===== src/hw/rtl/smal_pkg.sv =====
// Shared types, widths, codes and reset values for the sensor monitor alarm logger.
// No dependencies; imported by every module of the block.
package smal_pkg;

    localparam int HOUR_W      = 5;
    localparam int MIN_W       = 6;
    localparam int SEC_W       = 6;
    localparam int TEMP_W      = 8;
    localparam int LIGHT_W     = 3;
    localparam int LOG_SLOT_W  = 5;
    localparam int CFG_DATA_W  = 6;
    localparam int CFG_INDEX_W = 3;
    localparam int REC_W       = HOUR_W + MIN_W + SEC_W + TEMP_W + LIGHT_W;

    localparam int IN_TDATA_W  = 32;
    localparam int IN_TUSER_W  = 2;
    localparam int OUT_TDATA_W = 40;

    localparam int LOG_DEPTH_DEF = 32;

    localparam logic [SEC_W-1:0]  SEC_PER_MIN  = SEC_W'(60);
    localparam logic [MIN_W-1:0]  MIN_PER_HOUR = MIN_W'(60);
    localparam logic [HOUR_W-1:0] HOUR_PER_DAY = HOUR_W'(24);
    localparam logic [HOUR_W-1:0] HOUR_MAX     = HOUR_W'(23);
    localparam logic [MIN_W-1:0]  MIN_MAX      = MIN_W'(59);
    localparam logic [SEC_W-1:0]  SEC_MAX      = SEC_W'(59);

    typedef enum logic [1:0] {
        FUNC_TICK     = 2'd0,
        FUNC_ACK      = 2'd1,
        FUNC_SET_TIME = 2'd2,
        FUNC_TOGGLE   = 2'd3
    } func_t;

    typedef enum logic [CFG_INDEX_W-1:0] {
        CFG_ALARM_HOUR      = 3'd0,
        CFG_ALARM_MINUTE    = 3'd1,
        CFG_ALARM_SECOND    = 3'd2,
        CFG_TEMP_THRESHOLD  = 3'd3,
        CFG_LIGHT_THRESHOLD = 3'd4,
        CFG_LOG_ENTRIES     = 3'd5,
        CFG_MONITOR_PERIOD  = 3'd6,
        CFG_ALARM_DURATION  = 3'd7
    } cfg_index_t;

    localparam logic [HOUR_W-1:0]     RST_ALARM_HOUR      = HOUR_W'(12);
    localparam logic [MIN_W-1:0]      RST_ALARM_MINUTE    = '0;
    localparam logic [SEC_W-1:0]      RST_ALARM_SECOND    = '0;
    localparam logic [CFG_DATA_W-1:0] RST_TEMP_THRESHOLD  = CFG_DATA_W'(28);
    localparam logic [LIGHT_W-1:0]    RST_LIGHT_THRESHOLD = LIGHT_W'(4);
    localparam logic [CFG_DATA_W-1:0] RST_LOG_ENTRIES     = CFG_DATA_W'(25);
    localparam logic [CFG_DATA_W-1:0] RST_MONITOR_PERIOD  = CFG_DATA_W'(3);
    localparam logic [CFG_DATA_W-1:0] RST_ALARM_DURATION  = CFG_DATA_W'(5);

    typedef struct packed {
        logic done;
        logic zero;
    } rem_status_t;

endpackage


===== src/hw/rtl/sensor_monitor_alarm_logger_core.sv =====
// Sensor monitor with time-of-day clock, alarm checks and ring log of readings.
// Depends on smal_pkg, smal_log_mem and smal_rem_unit.
//
// A transfer on the input stream is a command: second tick, acknowledge, set time or
// manual alarm toggle. Each command produces exactly one result transfer with the clock,
// last readings, log write info and alarm indicators after the command. Acknowledge, set
// time and toggle go from the time update straight to the result; a tick also runs the
// buzzer check and, with monitoring on, waits on the six-step bit-serial remainder unit
// that tests the seconds count against the monitor period, followed on a zero remainder by
// the log memory read-compare-write. The next command is accepted as soon as the core is
// back in idle, even while the previous result still waits on the output register. Log
// records live in a memory of LOG_DEPTH entries; entries never written read as zero after
// reset, with no clearing pass. Configuration writes are always taken.
module sensor_monitor_alarm_logger_core #(
    parameter int LOG_DEPTH = smal_pkg::LOG_DEPTH_DEF
) (
    input  logic                               clk,
    input  logic                               rst_n,
    // tdata: temp_sample[7:0], light_sample[10:8], set_hours[15:11],
    //        set_minutes[21:16], set_seconds[27:22], zero[31:28]
    input  logic                               s_axis_tvalid,
    output logic                               s_axis_tready,
    input  logic [smal_pkg::IN_TDATA_W-1:0]    s_axis_tdata,
    // tuser: func[1:0]
    input  logic [smal_pkg::IN_TUSER_W-1:0]    s_axis_tuser,
    output logic                               m_axis_tvalid,
    input  logic                               m_axis_tready,
    // tdata: hours_now[4:0], minutes_now[10:5], seconds_now[16:11], temp_now[24:17],
    //        light_now[27:25], log_write[28], log_slot[33:29], alarm_on[34],
    //        buzzer_on[35], clock_alarm_flag[36], temp_alarm_led[37],
    //        light_alarm_led[38], zero[39]
    output logic [smal_pkg::OUT_TDATA_W-1:0]   m_axis_tdata,
    input  logic                               cfg_valid,
    output logic                               cfg_ready,
    input  logic [smal_pkg::CFG_INDEX_W-1:0]   cfg_index,
    input  logic [smal_pkg::CFG_DATA_W-1:0]    cfg_data
);
    import smal_pkg::*;

    localparam int IDX_W = (LOG_DEPTH > 1) ? $clog2(LOG_DEPTH) : 1;
    localparam int INC_W = IDX_W + 1;
    localparam int CMP_W = (INC_W > CFG_DATA_W) ? INC_W : CFG_DATA_W;

    typedef enum logic [2:0] {
        ST_IDLE,
        ST_TIME,
        ST_BUZZ,
        ST_REM,
        ST_SAMPLE,
        ST_LOG,
        ST_DONE
    } state_t;

    state_t state_reg, state_next;

    // command payload
    func_t              in_func_reg;
    logic [TEMP_W-1:0]  in_temp_reg;
    logic [LIGHT_W-1:0] in_light_reg;
    logic [HOUR_W-1:0]  in_hours_reg;
    logic [MIN_W-1:0]   in_min_reg;
    logic [SEC_W-1:0]   in_sec_reg;

    // configuration
    logic [HOUR_W-1:0]     alarm_hour_reg;
    logic [MIN_W-1:0]      alarm_minute_reg;
    logic [SEC_W-1:0]      alarm_second_reg;
    logic [CFG_DATA_W-1:0] temp_thr_reg;
    logic [LIGHT_W-1:0]    light_thr_reg;
    logic [CFG_DATA_W-1:0] log_entries_reg;
    logic [CFG_DATA_W-1:0] period_reg;
    logic [CFG_DATA_W-1:0] duration_reg;

    // block state
    logic [HOUR_W-1:0]  hour_reg, hour_next;
    logic [MIN_W-1:0]   minute_reg, minute_next;
    logic [SEC_W-1:0]   second_reg, second_next;
    logic               alarm_active_reg, alarm_active_next;
    logic               sensors_en_reg, sensors_en_next;
    logic [TEMP_W-1:0]  last_temp_reg, last_temp_next;
    logic [LIGHT_W-1:0] last_light_reg, last_light_next;
    logic [IDX_W-1:0]   write_slot_reg, write_slot_next;
    logic [IDX_W-1:0]   last_slot_reg, last_slot_next;
    logic [SEC_W-1:0]   buz_end_reg, buz_end_next;
    logic               buz_end_valid_reg, buz_end_valid_next;
    logic               buzzer_high_reg, buzzer_high_next;
    logic               clock_flag_reg, clock_flag_next;
    logic               temp_led_reg, temp_led_next;
    logic               light_led_reg, light_led_next;
    logic               logged_reg, logged_next;
    logic [IDX_W-1:0]   slot_out_reg, slot_out_next;

    logic [OUT_TDATA_W-1:0] out_data_reg;
    logic                   out_valid_reg, out_valid_next;
    logic                   out_load;

    // datapath
    logic               in_accept;
    logic [SEC_W-1:0]   sec_inc;
    logic [MIN_W-1:0]   min_inc;
    logic [HOUR_W-1:0]  hour_inc;
    logic [SEC_W:0]     end_sum;
    logic [SEC_W:0]     end_once;
    logic [SEC_W:0]     end_twice;
    logic               clock_hit;
    logic               temp_ge;
    logic               light_le;
    logic               log_diff;
    logic [INC_W-1:0]   slot_inc;
    logic               slot_wrap;
    logic [REC_W-1:0]   rec_wr;
    logic [REC_W-1:0]   rec_rd;
    logic               mem_wr_en;
    logic               mem_rd_en;
    logic               rem_start;
    rem_status_t        rem_status;

    smal_log_mem #(
        .LOG_DEPTH (LOG_DEPTH)
    ) u_log_mem (
        .clk     (clk),
        .rst_n   (rst_n),
        .wr_en   (mem_wr_en),
        .wr_addr (write_slot_reg),
        .wr_data (rec_wr),
        .rd_en   (mem_rd_en),
        .rd_addr (last_slot_reg),
        .rd_data (rec_rd)
    );

    smal_rem_unit u_rem_unit (
        .clk      (clk),
        .rst_n    (rst_n),
        .start    (rem_start),
        .dividend (second_reg),
        .divisor  (period_reg),
        .status   (rem_status)
    );

    assign s_axis_tready = (state_reg == ST_IDLE);
    assign in_accept     = s_axis_tvalid && s_axis_tready;
    assign cfg_ready     = 1'b1;
    assign m_axis_tvalid = out_valid_reg;
    assign m_axis_tdata  = out_data_reg;

    assign sec_inc  = second_reg + 1'b1;
    assign min_inc  = minute_reg + 1'b1;
    assign hour_inc = hour_reg + 1'b1;

    assign end_sum   = {1'b0, second_reg} + {1'b0, duration_reg};
    assign end_once  = (end_sum >= {1'b0, SEC_PER_MIN}) ? end_sum - {1'b0, SEC_PER_MIN}
                                                         : end_sum;
    assign end_twice = (end_once >= {1'b0, SEC_PER_MIN}) ? end_once - {1'b0, SEC_PER_MIN}
                                                          : end_once;

    assign clock_hit = (hour_reg >= alarm_hour_reg) &&
                       ((minute_reg >= alarm_minute_reg) || (second_reg >= alarm_second_reg));
    assign temp_ge   = (last_temp_reg >= TEMP_W'(temp_thr_reg));
    assign light_le  = (last_light_reg <= light_thr_reg);

    assign rec_wr   = {hour_reg, minute_reg, second_reg, last_temp_reg, last_light_reg};
    assign log_diff = (rec_rd[LIGHT_W +: TEMP_W] != last_temp_reg) ||
                      (rec_rd[LIGHT_W-1:0] != last_light_reg);

    assign slot_inc  = {1'b0, write_slot_reg} + 1'b1;
    assign slot_wrap = (CMP_W'(slot_inc) >= CMP_W'(log_entries_reg)) ||
                       (slot_inc >= INC_W'(LOG_DEPTH));

    assign mem_rd_en = (state_reg == ST_BUZZ);
    assign mem_wr_en = (state_reg == ST_LOG) && log_diff;
    assign rem_start = (state_reg == ST_BUZZ) && (period_reg != '0);
    assign out_load  = (state_reg == ST_DONE) && (!out_valid_reg || m_axis_tready);

    always_comb
    begin
        state_next         = state_reg;
        hour_next          = hour_reg;
        minute_next        = minute_reg;
        second_next        = second_reg;
        alarm_active_next  = alarm_active_reg;
        sensors_en_next    = sensors_en_reg;
        last_temp_next     = last_temp_reg;
        last_light_next    = last_light_reg;
        write_slot_next    = write_slot_reg;
        last_slot_next     = last_slot_reg;
        buz_end_next       = buz_end_reg;
        buz_end_valid_next = buz_end_valid_reg;
        buzzer_high_next   = buzzer_high_reg;
        clock_flag_next    = clock_flag_reg;
        temp_led_next      = temp_led_reg;
        light_led_next     = light_led_reg;
        logged_next        = logged_reg;
        slot_out_next      = slot_out_reg;
        out_valid_next     = out_valid_reg;

        if (out_valid_reg && m_axis_tready)
        begin
            out_valid_next = 1'b0;
        end

        unique case (state_reg)
            ST_IDLE:
            begin
                if (in_accept)
                begin
                    state_next = ST_TIME;
                end
            end
            ST_TIME:
            begin
                logged_next   = 1'b0;
                slot_out_next = '0;
                state_next    = ST_DONE;
                unique case (in_func_reg)
                    FUNC_TICK:
                    begin
                        state_next = ST_BUZZ;
                        if (sec_inc >= SEC_PER_MIN)
                        begin
                            second_next = '0;
                            if (min_inc >= MIN_PER_HOUR)
                            begin
                                minute_next = '0;
                                hour_next   = (hour_inc >= HOUR_PER_DAY) ? '0 : hour_inc;
                            end
                            else
                            begin
                                minute_next = min_inc;
                            end
                        end
                        else
                        begin
                            second_next = sec_inc;
                        end
                    end
                    FUNC_ACK:
                    begin
                        if (alarm_active_reg)
                        begin
                            alarm_active_next = 1'b0;
                            sensors_en_next   = 1'b1;
                            clock_flag_next   = 1'b0;
                        end
                    end
                    FUNC_SET_TIME:
                    begin
                        hour_next   = (in_hours_reg > HOUR_MAX) ? HOUR_MAX : in_hours_reg;
                        minute_next = (in_min_reg > MIN_MAX) ? MIN_MAX : in_min_reg;
                        second_next = (in_sec_reg > SEC_MAX) ? SEC_MAX : in_sec_reg;
                    end
                    FUNC_TOGGLE:
                    begin
                        alarm_active_next = !alarm_active_reg;
                        sensors_en_next   = alarm_active_reg;
                    end
                endcase
            end
            ST_BUZZ:
            begin
                if (buz_end_valid_reg && (buz_end_reg == second_reg))
                begin
                    buz_end_valid_next = 1'b0;
                    buzzer_high_next   = 1'b0;
                end
                state_next = (period_reg != '0) ? ST_REM : ST_DONE;
            end
            ST_REM:
            begin
                if (rem_status.done)
                begin
                    state_next = rem_status.zero ? ST_SAMPLE : ST_DONE;
                end
            end
            ST_SAMPLE:
            begin
                if (sensors_en_reg)
                begin
                    last_temp_next  = in_temp_reg;
                    last_light_next = in_light_reg;
                end
                state_next = ST_LOG;
            end
            ST_LOG:
            begin
                if (log_diff)
                begin
                    last_slot_next  = write_slot_reg;
                    logged_next     = 1'b1;
                    slot_out_next   = write_slot_reg;
                    write_slot_next = slot_wrap ? '0 : IDX_W'(slot_inc);
                end
                if (sensors_en_reg)
                begin
                    if (clock_hit)
                    begin
                        clock_flag_next = 1'b1;
                    end
                    temp_led_next  = temp_ge;
                    light_led_next = light_le;
                end
                if (!sensors_en_reg || clock_hit || temp_ge || light_le)
                begin
                    buz_end_next       = SEC_W'(end_twice);
                    buz_end_valid_next = 1'b1;
                    buzzer_high_next   = 1'b1;
                    alarm_active_next  = 1'b1;
                end
                state_next = ST_DONE;
            end
            ST_DONE:
            begin
                if (out_load)
                begin
                    out_valid_next = 1'b1;
                    state_next     = ST_IDLE;
                end
            end
            default:
            begin
                state_next = ST_IDLE;
            end
        endcase
    end

    always_ff @(posedge clk or negedge rst_n)
    begin
        if (!rst_n)
        begin
            state_reg         <= ST_IDLE;
            hour_reg          <= '0;
            minute_reg        <= '0;
            second_reg        <= '0;
            alarm_active_reg  <= 1'b0;
            sensors_en_reg    <= 1'b1;
            last_temp_reg     <= '0;
            last_light_reg    <= '0;
            write_slot_reg    <= '0;
            last_slot_reg     <= '0;
            buz_end_reg       <= '0;
            buz_end_valid_reg <= 1'b0;
            buzzer_high_reg   <= 1'b0;
            clock_flag_reg    <= 1'b0;
            temp_led_reg      <= 1'b0;
            light_led_reg     <= 1'b0;
            logged_reg        <= 1'b0;
            slot_out_reg      <= '0;
            out_valid_reg     <= 1'b0;
        end
        else
        begin
            state_reg         <= state_next;
            hour_reg          <= hour_next;
            minute_reg        <= minute_next;
            second_reg        <= second_next;
            alarm_active_reg  <= alarm_active_next;
            sensors_en_reg    <= sensors_en_next;
            last_temp_reg     <= last_temp_next;
            last_light_reg    <= last_light_next;
            write_slot_reg    <= write_slot_next;
            last_slot_reg     <= last_slot_next;
            buz_end_reg       <= buz_end_next;
            buz_end_valid_reg <= buz_end_valid_next;
            buzzer_high_reg   <= buzzer_high_next;
            clock_flag_reg    <= clock_flag_next;
            temp_led_reg      <= temp_led_next;
            light_led_reg     <= light_led_next;
            logged_reg        <= logged_next;
            slot_out_reg      <= slot_out_next;
            out_valid_reg     <= out_valid_next;
        end
    end

    always_ff @(posedge clk or negedge rst_n)
    begin
        if (!rst_n)
        begin
            alarm_hour_reg   <= RST_ALARM_HOUR;
            alarm_minute_reg <= RST_ALARM_MINUTE;
            alarm_second_reg <= RST_ALARM_SECOND;
            temp_thr_reg     <= RST_TEMP_THRESHOLD;
            light_thr_reg    <= RST_LIGHT_THRESHOLD;
            log_entries_reg  <= RST_LOG_ENTRIES;
            period_reg       <= RST_MONITOR_PERIOD;
            duration_reg     <= RST_ALARM_DURATION;
        end
        else if (cfg_valid && cfg_ready)
        begin
            unique case (cfg_index_t'(cfg_index))
                CFG_ALARM_HOUR:      alarm_hour_reg   <= HOUR_W'(cfg_data);
                CFG_ALARM_MINUTE:    alarm_minute_reg <= cfg_data;
                CFG_ALARM_SECOND:    alarm_second_reg <= cfg_data;
                CFG_TEMP_THRESHOLD:  temp_thr_reg     <= cfg_data;
                CFG_LIGHT_THRESHOLD: light_thr_reg    <= LIGHT_W'(cfg_data);
                CFG_LOG_ENTRIES:     log_entries_reg  <= cfg_data;
                CFG_MONITOR_PERIOD:  period_reg       <= cfg_data;
                CFG_ALARM_DURATION:  duration_reg     <= cfg_data;
                default:             period_reg       <= period_reg;
            endcase
        end
    end

    always_ff @(posedge clk)
    begin
        if (in_accept)
        begin
            in_func_reg  <= func_t'(s_axis_tuser[1:0]);
            in_temp_reg  <= s_axis_tdata[7:0];
            in_light_reg <= s_axis_tdata[10:8];
            in_hours_reg <= s_axis_tdata[15:11];
            in_min_reg   <= s_axis_tdata[21:16];
            in_sec_reg   <= s_axis_tdata[27:22];
        end
        if (out_load)
        begin
            out_data_reg <= {1'b0,
                             light_led_reg,
                             temp_led_reg,
                             clock_flag_reg,
                             buzzer_high_reg,
                             alarm_active_reg,
                             LOG_SLOT_W'(slot_out_reg),
                             logged_reg,
                             last_light_reg,
                             last_temp_reg,
                             second_reg,
                             minute_reg,
                             hour_reg};
        end
    end

endmodule


===== src/hw/rtl/smal_log_mem.sv =====
// Log record store: one-write, one-read synchronous memory with registered read data.
// Per-entry valid bits make unwritten entries read as zero. Uses smal_pkg.
module smal_log_mem #(
    parameter int LOG_DEPTH = smal_pkg::LOG_DEPTH_DEF
) (
    input  logic                                             clk,
    input  logic                                             rst_n,
    input  logic                                             wr_en,
    input  logic [((LOG_DEPTH > 1) ? $clog2(LOG_DEPTH) : 1)-1:0] wr_addr,
    input  logic [smal_pkg::REC_W-1:0]                       wr_data,
    input  logic                                             rd_en,
    input  logic [((LOG_DEPTH > 1) ? $clog2(LOG_DEPTH) : 1)-1:0] rd_addr,
    output logic [smal_pkg::REC_W-1:0]                       rd_data
);
    import smal_pkg::*;

    logic [REC_W-1:0]     log_mem [LOG_DEPTH];
    logic [LOG_DEPTH-1:0] valid_reg;
    logic [REC_W-1:0]     rd_data_reg;
    logic                 rd_valid_reg;

    always_ff @(posedge clk)
    begin
        if (wr_en)
        begin
            log_mem[wr_addr] <= wr_data;
        end
        if (rd_en)
        begin
            rd_data_reg <= log_mem[rd_addr];
        end
    end

    always_ff @(posedge clk or negedge rst_n)
    begin
        if (!rst_n)
        begin
            valid_reg    <= '0;
            rd_valid_reg <= 1'b0;
        end
        else
        begin
            if (wr_en)
            begin
                valid_reg[wr_addr] <= 1'b1;
            end
            if (rd_en)
            begin
                rd_valid_reg <= valid_reg[rd_addr];
            end
        end
    end

    assign rd_data = rd_valid_reg ? rd_data_reg : '0;

endmodule


===== src/hw/rtl/smal_rem_unit.sv =====
// Bit-serial restoring remainder of the seconds count by the monitor period.
// One quotient bit per cycle. Uses smal_pkg.
module smal_rem_unit (
    input  logic                         clk,
    input  logic                         rst_n,
    input  logic                         start,
    input  logic [smal_pkg::SEC_W-1:0]      dividend,
    input  logic [smal_pkg::CFG_DATA_W-1:0] divisor,
    output smal_pkg::rem_status_t        status
);
    import smal_pkg::*;

    localparam int CNT_W = $clog2(SEC_W);

    logic                  active_reg, active_next;
    logic                  done_reg, done_next;
    logic [CNT_W-1:0]      cnt_reg, cnt_next;
    logic [SEC_W-1:0]      num_reg, num_next;
    logic [CFG_DATA_W-1:0] div_reg, div_next;
    logic [CFG_DATA_W-1:0] rem_reg, rem_next;
    logic [CFG_DATA_W:0]   trial;

    always_comb
    begin
        active_next = active_reg;
        done_next   = 1'b0;
        cnt_next    = cnt_reg;
        num_next    = num_reg;
        div_next    = div_reg;
        rem_next    = rem_reg;
        trial       = {rem_reg, num_reg[SEC_W-1]};
        if (start)
        begin
            active_next = 1'b1;
            cnt_next    = '0;
            num_next    = dividend;
            div_next    = divisor;
            rem_next    = '0;
        end
        else if (active_reg)
        begin
            if (trial >= {1'b0, div_reg})
            begin
                rem_next = CFG_DATA_W'(trial - {1'b0, div_reg});
            end
            else
            begin
                rem_next = CFG_DATA_W'(trial);
            end
            num_next = {num_reg[SEC_W-2:0], 1'b0};
            cnt_next = cnt_reg + 1'b1;
            if (cnt_reg == CNT_W'(SEC_W - 1))
            begin
                active_next = 1'b0;
                done_next   = 1'b1;
            end
        end
    end

    always_ff @(posedge clk or negedge rst_n)
    begin
        if (!rst_n)
        begin
            active_reg <= 1'b0;
            done_reg   <= 1'b0;
            cnt_reg    <= '0;
        end
        else
        begin
            active_reg <= active_next;
            done_reg   <= done_next;
            cnt_reg    <= cnt_next;
        end
    end

    always_ff @(posedge clk)
    begin
        num_reg <= num_next;
        div_reg <= div_next;
        rem_reg <= rem_next;
    end

    assign status.done = done_reg;
    assign status.zero = (rem_reg == '0);

endmodule


===== config.mk =====
export PLATFORM = sky130hd
export DESIGN_NAME = sensor_monitor_alarm_logger_core
export DESIGN_NICKNAME = d
export VERILOG_FILES = /design/src/hw/rtl/smal_pkg.sv /design/src/hw/rtl/sensor_monitor_alarm_logger_core.sv /design/src/hw/rtl/smal_log_mem.sv /design/src/hw/rtl/smal_rem_unit.sv
export SDC_FILE = /design/constraint.sdc
export NUM_CORES = 1
export LEC_CHECK = 0
export ABC_AREA = 1
export ABC_CLOCK_PERIOD_IN_PS = 2700
export BUFFER_PORTS_ARGS = -buffer_cell sky130_fd_sc_hd__buf_4
export CORE_MARGIN = 2
export CORE_UTILIZATION = 40
export CTS_BUF_LIST = sky130_fd_sc_hd__clkbuf_8
export CTS_CLUSTER_DIAMETER = 200
export DETAILED_ROUTE_END_ITERATION = 12
export RECOVER_POWER = 100
export SETUP_SLACK_MARGIN = 0.3
export SLEW_MARGIN = 20
export SYNTH_ARGS = -nofsm -noshare
export SYNTH_HDL_FRONTEND = slang
export SYNTH_SLANG_ARGS = --single-unit

===== constraint.sdc =====
create_clock -name clk -period 2.7 [get_ports clk]
set_input_delay 0.54 -clock clk [delete_from_list [all_inputs] [get_ports clk]]
set_output_delay 0.54 -clock clk [all_outputs]
set_load 0.05 [all_outputs]

==> results of run 1 <==
## power by group
group	switching [mW]	internal [mW]	leakage (nW)
combinational	8.32	4.04	4.14
sequential	0.833	12.0	5.84
clock	3.58	3.68	1.05
## cells by family after synthesis
| kind of cell | after synthesis | share of synthesized area (%) |
|---|---|---|
| adder cells (fa/ha/maj) | 57 | 2.94 |
| other | 2 | 0.0303 |
| AND/OR/NAND/NOR | 603 | 10.2 |
| flip-flops | 592 | 68.7 |
| AO/OA/AOI/OAI | 523 | 12.5 |
| buffers and inverters | 256 | 4.08 |
| XOR/XNOR | 31 | 1.13 |
| multiplexers | 10 | 0.454 |
## how the worst max path moves through the flow
stage / start / endpoint / slack (ns) / cells past startpoint
after floorplan: duration_reg[0] / buz_end_reg[2] / 0.17 / 16
after global placement: u_log_mem.rd_valid_reg / u_log_mem.log_mem[11][10] / 0.03 / 8
after detailed placement: u_log_mem.rd_valid_reg / u_log_mem.log_mem[11][3] / -0.03 / 8
after CTS: u_log_mem.rd_valid_reg / u_log_mem.log_mem[31][5] / 0.16 / 7
after global routing: duration_reg[0] / buz_end_reg[2] / -0.11 / 16
final: duration_reg[0] / buz_end_reg[3] / 0.03 / 16
## routing by layer
layer | up-vias | global-route usage [%] | wire length (um)
li1 | 7928 | - | -
met1 | 8474 | 25.9 | 27000
met2 | 563 | 33.9 | 31700
met3 | 143 | 4.01 | 3870
met4 | 2 | 7.25 | 1930
met5 | - | 0 | 13
## area by class of cell
| class | count | area [sq um] |
|---|---|---|
| fill | 5530 | 32300 |
| inverter | 155 | 587 |
| timing repair buffer | 236 | 1790 |
| clock buffer | 108 | 1490 |
| tap | 790 | 988 |
| clock inverter | 72 | 319 |
| sequential | 592 | 17000 |
| multi-input combinational | 1227 | 6990 |
## stage by stage
step | cell area, sq um | std cells | worst slack, ns
finish | 29200 | 3180 | 0.0345
global route | 29200 | 3180 | -0.113
CTS | 29300 | 3159 | 0.156
detailed placement | 27000 | 2943 | -0.0319
global placement | 27000 | 2943 | 0.0331
floorplan | 24900 | 2074 | 0.175
## synthesized netlist by cell type (21+ instances only)
library cell	n
o221ai_1	71
a31oi_1	21
inv_1	151
nand2_1	185
ha_1	55
nand3_1	69
edfxtp_1	444
o21ai_0	315
a21oi_1	48
nor2_1	287
dfrtp_1	128
o22ai_1	23
clkbuf_1	79
## what timing repair did
| action | CTS | global route |
|---|---|---|
| setup buffers | 6 | 20 |
| cloned | 1 | 1 |
| hold buffers | 29 | 0 |
| resized for setup | 29 | 52 |
| hold endpoints to repair | 77 | 0 |
| pin swaps | 12 | 25 |
| endpoints found under the setup margin | 261 | 359 |
==> run_results.csv, run 1 <==
group,metric,value,unit
run_status,status,"complete, but fails checks",
run_status,violations,"capacitance limit, slew limit",
routing,antenna_left,0,
floorplanning,core_area,61500,sq um
cts,cts_sinks,592,
routing,wl,64.5,mm
cts,ctsLongestPathBuffers,3,
sta,finalCritPeriodShare,98.7,%
grt,grt_max_degree,59,
layout,final_util,47.5,%
setup_path,cp_top_family,"adder cells",
sta,finalWorstPathRequiredPeriod,2.67,ns
yosys,synth_edf_count,444,
routing,dr.pass1.iters,5,
worst_hold_path,min_from,"s_axis_tdata[0]",
cts,path_clk_slew,0.06,ns
routing,drc,0,
worst_hold_path,hold_path_class,"in -> reg",
setup_path,crit_path_top_delay_cell,"dfstp_2",
setup_path,worstPathCellList,"ha_4 > inv_2 > fa_2 > xnor2_2 > ha_2 > inv_2 > nor2_4 > nand3_4 > nand4_1 > nand2_4 > buf_4 > buf_4 > nand3_2 > nand2_2 > nand2_1 > nand2_1",
cts,cts_root_buf,"clkbuf_8",
setup_path,slowest_delay,0.55,ns
sta,fmax,375,MHz
placed_design,gp_congestion,0.826,
routing,vias,17110,
sta,holdWs,0.115,ns
floorplanning,die_area,64000,sq um
layout,drive_gt1_share,15.6,%
yosys,ys_seq_area_share,68.7,%
grt,grt_overflow,0,
yosys,syn-cell-area,24800,sq um
yosys,synthTopCellsByArea,"edfxtp_1, dfrtp_1, o21ai_0, nor2_1, nand2_1",
yosys,yosysWarnings,0,
yosys,syn_inst,2074,
yosys,ys_types,55,
layout,num-nets-final,2412,
setup_path,end_kind,"register",
layout,layout_common_cells,"edfxtp_1, o21ai_0, nor2_1",
worst_hold_path,whs_path_depth,1,
layout,diodes,0,
floorplanning,io_pins,91,
cts,h-tree-depth,3,
yosys,yosysTopAreaCellShare,53.8,%
run,max_cap_viol_count,7,
setup_path,path_buf_inv,4,
sta,rsz0062_at_grt,"true",
sta,final_max_slew_viol_count,241,
grt,grt_usage,20.2,%
pwr,power_leakage,11.0,nW
yosys,avgSynthCellArea,12.0,sq um
yosys,synth_flop_cell,"edfxtp_1",
cts,cts_tree,"yes",
setup_path,r2r-end,"buz_end_reg[3]",
pwr,finalPower,32.5,mW
setup_path,crit_type,"reg -> reg",
yosys,ys_ff_latch,592,
floorplanning,rows,91,
layout,layout_commonest_cell,"edfxtp_1",
grt,grt_pass1_vias,17199,
floorplanning,initial_core_util,40.3,%
setup_path,critical_path_arrival,3.25,ns
sta,worstMarginPinSlew,1.96,ns
setup_path,cp_max_fo,4,
grt,grt_pass1_wl,98.9,mm
sta,hold_viol,0,
grt,antenna_found_initial,1,
layout,largest_register_ffs,352,
cts,cts_made_buffers,95,
layout,area_growth,17.7,%
pwr,ir_drop,0.693,mV
setup_path,ff2ff_path_depth,16,
setup_path,r2r_slack,0.03,ns
pwr,cellPowerDensity,1110,nW/um^2
yosys,async_flop_share,24.0,%
placed_design,io_buffers,84,
sta,fin_skew,0.0260,ns
placed_design,dp_hpwl,40.3,mm
sta,slew_headroom,-30.4,%
routing,wl_per_cell,20.3,um
floorplanning,die_h,253,um
setup_path,critPathLaunchType,"register",
setup_path,crit_required,3.28,ns
floorplanning,chipWidth,253,um
sta,finalSetupTns,0,ns
yosys,yosysTopAreaCell,"edfxtp_1",
sta,setup_viol,0,
routing,via_per_inst,5.38,
routing,drtIter0Drc,1378,
yosys,syn-num-nets,2179,
worst_hold_path,whs_endpoint,"in_temp_reg[0]",
cts,clk_latency,0.69,ns
setup_path,r2r_start,"duration_reg[0]",
No activity file was read; power rests on OpenSTA's default activity.
==> run 2: changes to the inputs <==
- PLACE_DENSITY: default -> 0.54
==> run 2 against run 1 <==
  * The run still ends with capacitance limit, slew limit left
  * Flip-flop and latch count did not move
  * First-iteration DRC count fell by 7.2%
  * Clock power fell by 2%
  * Non-clock buffer count fell by 1
  * Global-route usage rose by 0.40 points
  * Total power fell by 1.1%
  * Die area did not move
  * Critical path type unchanged
==> run_results.csv, run 2 (synthesis results as in run 1) <==
group,metric,value,unit
routing,via_per_inst,5.27,
layout,final_cell_area,29200,sq um
sta,fin_skew,0.0205,ns
pwr,ir_drop,0.947,mV
setup_path,crit_path_top_delay_cell,"dfstp_2",
setup_path,crit_type,"reg -> reg",
grt,grt_overflow,0,
pwr,cellPowerDensity,1100,nW/um^2
setup_path,slowest_delay,0.56,ns
grt,grt_max_degree,100,
setup_path,worstPathCellList,"ha_4 > inv_2 > fa_2 > xnor2_2 > buf_4 > nand3_4 > nor2_4 > nand2_4 > buf_4 > nand4_1 > nand2_4 > buf_4 > nand3_1 > nand2_1 > nand2_1 > nand2_1",
grt,grt_pass1_wl,99.4,mm
floorplanning,chipWidth,253,um
sta,worstMarginPinSlew,2.02,ns
routing,dr.pass1.iters,5,
sta,slew_headroom,-34.3,%
setup_path,crit_required,3.27,ns
setup_path,cp_max_fo,5,
sta,setup_viol,0,
floorplanning,die_area,64000,sq um
grt,grt_usage,20.6,%
grt,grt_pass1_vias,16754,
cts,clk_latency,0.69,ns
run_status,status,"complete, but fails checks",
layout,final_util,47.4,%
layout,area_growth,17.6,%
setup_path,ff2ff_path_depth,16,
layout,fillCellCount,5660,
routing,wl,65.4,mm
layout,diodes,0,
sta,finalCritPeriodShare,98.0,%
placed_design,gp_congestion,0.806,
cts,cts_sinks,592,
floorplanning,io_pins,91,
worst_hold_path,min_from,"cfg_data[1]",
layout,instances_no_fill,3179,
layout,drive_gt1_share,15.4,%
floorplanning,rows,91,
layout,num-nets-final,2413,
cts,cts_root_buf,"clkbuf_8",
cts,cts_made_buffers,97,
placed_design,postPlaceCellArea,27000,sq um
worst_hold_path,hold_path_class,"in -> reg",
floorplanning,core_area,61500,sq um
sta,fmax,378,MHz
layout,largest_register_ffs,352,
run_status,violations,"capacitance limit, slew limit",
setup_path,r2r_start,"duration_reg[0]",
floorplanning,initial_core_util,40.3,%
layout,register_area,17000,sq um
pwr,finalPower,32.1,mW
routing,drc,0,
layout,layout_common_cells,"edfxtp_1, o21ai_0, nor2_1",
sta,hold_viol,0,
grt,antenna_found_initial,1,
pwr,power_leakage,11.0,nW
placed_design,dp_cells,2944,
sta,fin_ws,0.0534,ns
run,max_cap_viol_count,6,
cts,path_clk_slew,0.06,ns
sta,final_max_slew_viol_count,203,
routing,wl_per_cell,20.6,um
routing,antenna_left,0,
setup_path,critical_path_arrival,3.22,ns
routing,vias,16747,
layout,multi_input_area,7060,sq um
sta,rsz0062_at_grt,"true",
placed_design,dp_hpwl,40.4,mm
setup_path,startpoint,"duration_reg[0]",
layout,layout_commonest_cell,"edfxtp_1",
worst_hold_path,whs_path_depth,3,
routing,drtIter0Drc,1279,
placed_design,io_buffers,84,
cts,h-tree-depth,3,
cts,cts_tree,"yes",
floorplanning,die_h,253,um
sta,finalWorstPathRequiredPeriod,2.65,ns
placed_design,dpl_worst_slack,-0.00799,ns
setup_path,critPathLaunchType,"register",
cts,ctsLongestPathBuffers,3,
setup_path,end_kind,"register",
## run 2: cell count changes in the layout (fill, tap and decap cells not counted), moves of 4 or more
| cell | change |
|---|---|
| nor2_2 | -5 |
| clkbuf_2 | -4 |
| clkbuf_8 | -4 |
| nand2_2 | -5 |
| o221ai_2 | +4 |
| clkinv_2 | -5 |
| clkinv_1 | +9 |
| clkbuf_4 | -4 |
| o221ai_1 | -4 |
| buf_4 | +9 |
## run 2: repair_timing
action	in CTS	in global routing
pin swaps	8	23
hold buffers	31	0
cloned	0	1
gates resized for setup	30	56
hold endpoints to repair	66	0
setup buffers	3	20
endpoints found under the setup margin	205	386
## run 2: cell type report
class                   count  share of cell area, %
clock buffers             104                   4.91
clock inverters            76                   1.10
inverters                 155                   2.01
multi-input cells        1227                   24.2
flip-flops and latches    592                   58.4
well taps                 790                   3.39
repair buffers            235                   6.00
## run 2: per-stage QoR
step / TNS, ns / hold slack, ns
final: 0 / 0.102
after global routing: -0.0552 / 0.0595
after CTS: 0 / 0.0468
after detailed placement: -0.0124 / 0.443
after global placement: 0 / 0.438
after floorplan: 0 / 0.244
## run 2: metal layers
metal	global-route usage, %	vias to the layer above	routed length (um)	share of wire (%)
met5	0	-	0	0
met4	6.22	0	1600	2.4
met3	3.85	111	3210	4.9
met2	34.9	439	32700	50
met1	26.8	8273	27900	43
li1	-	7924	-	-
## run 2: path summary, 6_finish.rpt
path                       slack (ns)                      end
max in group asynchronous        0.58            second_reg[1]
min in group asynchronous        0.60              hour_reg[1]
setup / recovery                 0.05           buz_end_reg[3]
hold reg to reg                  0.46  u_log_mem.valid_reg[21]
setup reg to reg                 0.05           buz_end_reg[3]
hold / removal                   0.10          duration_reg[1]
## run 2: report_power, final
part,total [mW],switching (mW),internal [mW]
logic,12.1,8.17,3.94
clock network,7.14,3.59,3.56
registers,12.9,0.836,12.0
## run 2: critical path, delay by kind of cell (launching register included)
kind                     cells  cell delay, ns
AND/OR/NAND/NOR              9            0.76
flip-flops                   1            0.56
adder cells (fa/ha/maj)      2            0.52
buffers and inverters        4            0.49
XOR/XNOR                     1            0.23
==> run 3: changes to the inputs <==
- ABC_CLOCK_PERIOD_IN_PS: 2700 -> 2500
- CELL_PAD_IN_SITES_DETAIL_PLACEMENT: default -> 2
- CELL_PAD_IN_SITES_GLOBAL_PLACEMENT: default -> 2
- PLACE_DENSITY: 0.54 -> default
- PLACE_DENSITY_LB_ADDON: default -> 0.25
- clock period: 2.7 -> 2.5 ns (I/O delays scaled with it)
==> run 3 against run 2 <==
  * The flow finishes with violations (capacitance limit, slew limit, setup timing)
  * Non-clock buffer count increased by 161
  * Design area increased by 15%
  * Clock skew increased by 0.041 ns
  * Utilization increased by 7.3 points
  * Wire length increased by 94%
  * Setup slack got worse by 0.44 ns
  * Total power increased by 41%
  * Maximum frequency decreased by 8.3%
  * Largest power group is now combinational logic
  * Cell count increased by 5.3%
==> run_results.csv, run 3 (synthesis results as in run 1) <==
group,metric,value,unit
run_status,status,"complete, but fails checks",
run_status,violations,"capacitance limit, slew limit, setup timing",
placed_design,io_buffers,84,
grt,grt_pass1_wl,154,mm
layout,largest_register_ffs,352,
layout,instances_no_fill,3349,
sta,finalWorstPathRequiredPeriod,2.88,ns
routing,wl_per_cell,37.9,um
cts,cts_sinks,592,
sta,fmax,347,MHz
setup_path,crit_path_top_delay_cell,"o21ai_0",
sta,finalCritPeriodShare,115,%
pwr,cellPowerDensity,1340,nW/um^2
grt,grt_usage,33.1,%
worst_hold_path,min_from,"m_axis_tready",
sta,worstMarginPinSlew,1.79,ns
floorplanning,io_pins,91,
cts,cts_root_buf,"clkbuf_8",
pwr,p_sw,20.2,mW
floorplanning,die_h,253,um
sta,fin_ws,-0.385,ns
cts,cts_tree,"yes",
setup_path,worstPathCellList,"buf_6 > buf_6 > clkbuf_16 > o21ai_0 > o221ai_1 > a31oi_1 > a32oi_2",
worst_hold_path,hold_path_class,"in -> reg",
routing,vias,21158,
sta,finalSetupTns,-6.77,ns
pwr,p_clk_share,21.6,%
sta,slew_headroom,-19.0,%
grt,grt_overflow,0,
routing,antenna_left,0,
setup_path,crit_type,"reg -> reg",
setup_path,critical_path_arrival,3.34,ns
setup_path,path_buf_inv,3,
layout,final_cell_area,33700,sq um
setup_path,end_kind,"register",
placed_design,gp_congestion,0.811,
layout,drive_gt1_share,32.1,%
worst_hold_path,whs_endpoint,"m_axis_tvalid",
setup_path,r2r_slack,-0.38,ns
routing,dr.pass1.iters,6,
grt,antenna_found_initial,2,
routing,drc,0,
setup_path,critPathLaunchType,"register",
sta,fin_skew,0.0614,ns
routing,drtIter0Drc,2217,
setup_path,cp_max_fo,9,
floorplanning,initial_core_util,40.3,%
layout,register_area,17000,sq um
setup_path,crit_path_frequent_cell,"buf_6",
floorplanning,core_area,61500,sq um
cts,h-tree-depth,3,
worst_hold_path,whs_path_depth,4,
layout,final_util,54.7,%
setup_path,slowest_delay,0.65,ns
cts,clk_latency,0.77,ns
pwr,combPwrFrac,46.4,%
routing,via_per_inst,6.32,
routing,wl,127,mm
placed_design,dpl_worst_slack,-0.247,ns
cts,ctsLongestPathBuffers,3,
layout,area_growth,35.8,%
setup_path,r2r-end,"u_log_mem.rd_data_reg[8]",
sta,holdWs,0.108,ns
placed_design,postPlaceCellArea,27300,sq um
floorplanning,rows,91,
pwr,p_int,25.0,mW
floorplanning,die_area,64000,sq um
sta,final_max_slew_viol_count,83,
pwr,switching_share,44.7,%
pwr,ir_drop,0.722,mV
pwr,seq_power_share,31.9,%
layout,fillCellCount,5669,
grt,grt_pass1_vias,22264,
placed_design,dp_hpwl,52.8,mm
layout,layout_commonest_cell,"edfxtp_1",
layout,layout_common_cells,"edfxtp_1, nor2_1, o21ai_0",
cts,path_clk_slew,0.10,ns
pwr,power_leakage,12.8,nW
sta,setup_viol,132,
grt,grt_max_degree,56,
run,max_cap_viol_count,2,
setup_path,ff2ff_path_depth,7,
pwr,finalPower,45.2,mW
sta,hold_viol,0,
setup_path,r2r_start,"last_slot_reg[0]",
placed_design,dp_cells,2975,
floorplanning,chipWidth,253,um
sta,rsz0062_at_grt,"true",
setup_path,crit_required,2.96,ns
setup_path,cp_top_family,"compound AO/OA/AOI/OAI gates",
cts,cts_made_buffers,101,
layout,num-nets-final,2582,
layout,multi_input_area,8590,sq um
[run 3: worst register-to-register path: cells and delay by family, from the launching register on]
kind / cells / cell delay, ns
flip-flops: 1 / 0.62
AO/OA/AOI/OAI: 4 / 1.46
buffers and inverters: 3 / 0.50
[run 3: worst max-delay path by stage]
stage,startpoint,to,slack (ns),cells after the start
floorplan,duration_reg[0],buz_end_reg[2],-0.03,16
global placement,duration_reg[0],buz_end_reg[2],-0.12,16
detailed placement,duration_reg[0],buz_end_reg[3],-0.25,17
CTS,duration_reg[0],buz_end_reg[2],-0.06,16
global route,duration_reg[0],buz_end_reg[3],-0.35,18
finish,last_slot_reg[0],u_log_mem.rd_data_reg[8],-0.38,7
[run 3: routing by layer]
layer | part of all wire, % | vias to the layer above | global-route usage [%]
met5 | 0 | - | 0
met4 | 8.5 | 0 | 17.5
met3 | 7.2 | 559 | 5.85
met2 | 50 | 1340 | 60.4
met1 | 34 | 10970 | 36.7
li1 | - | 8289 | -
[run 3: cell type report]
cell class | instances | area share, %
well taps | 790 | 2.94
repair buffers | 396 | 13.1
diodes | 1 | 0.00743
inverters | 155 | 1.83
multi-input cells | 1231 | 25.5
clock inverters | 68 | 1.23
flip-flops and latches | 592 | 50.6
clock buffers | 116 | 4.74
[run 3: power groups by stage]
stage          clock network (mW)  logic (mW)  registers, mW
6_report                     9.78        21.0           14.4
5_1_grt                      10.1        21.7           14.5
4_1_cts                      9.07        15.9           14.0
3_5_place_dp                    0        13.7           14.2
3_3_place_gp                    0        12.8           14.1
2_1_floorplan                   0        6.95           14.6
[run 3: what timing repair did]
action	in CTS	in global routing
pin swaps	60	108
setup buffers	69	47
hold buffers	31	0
gates cloned	23	19
endpoints found under the hold margin	76	0
gates resized for setup	243	341
setup endpoints to repair	418	437
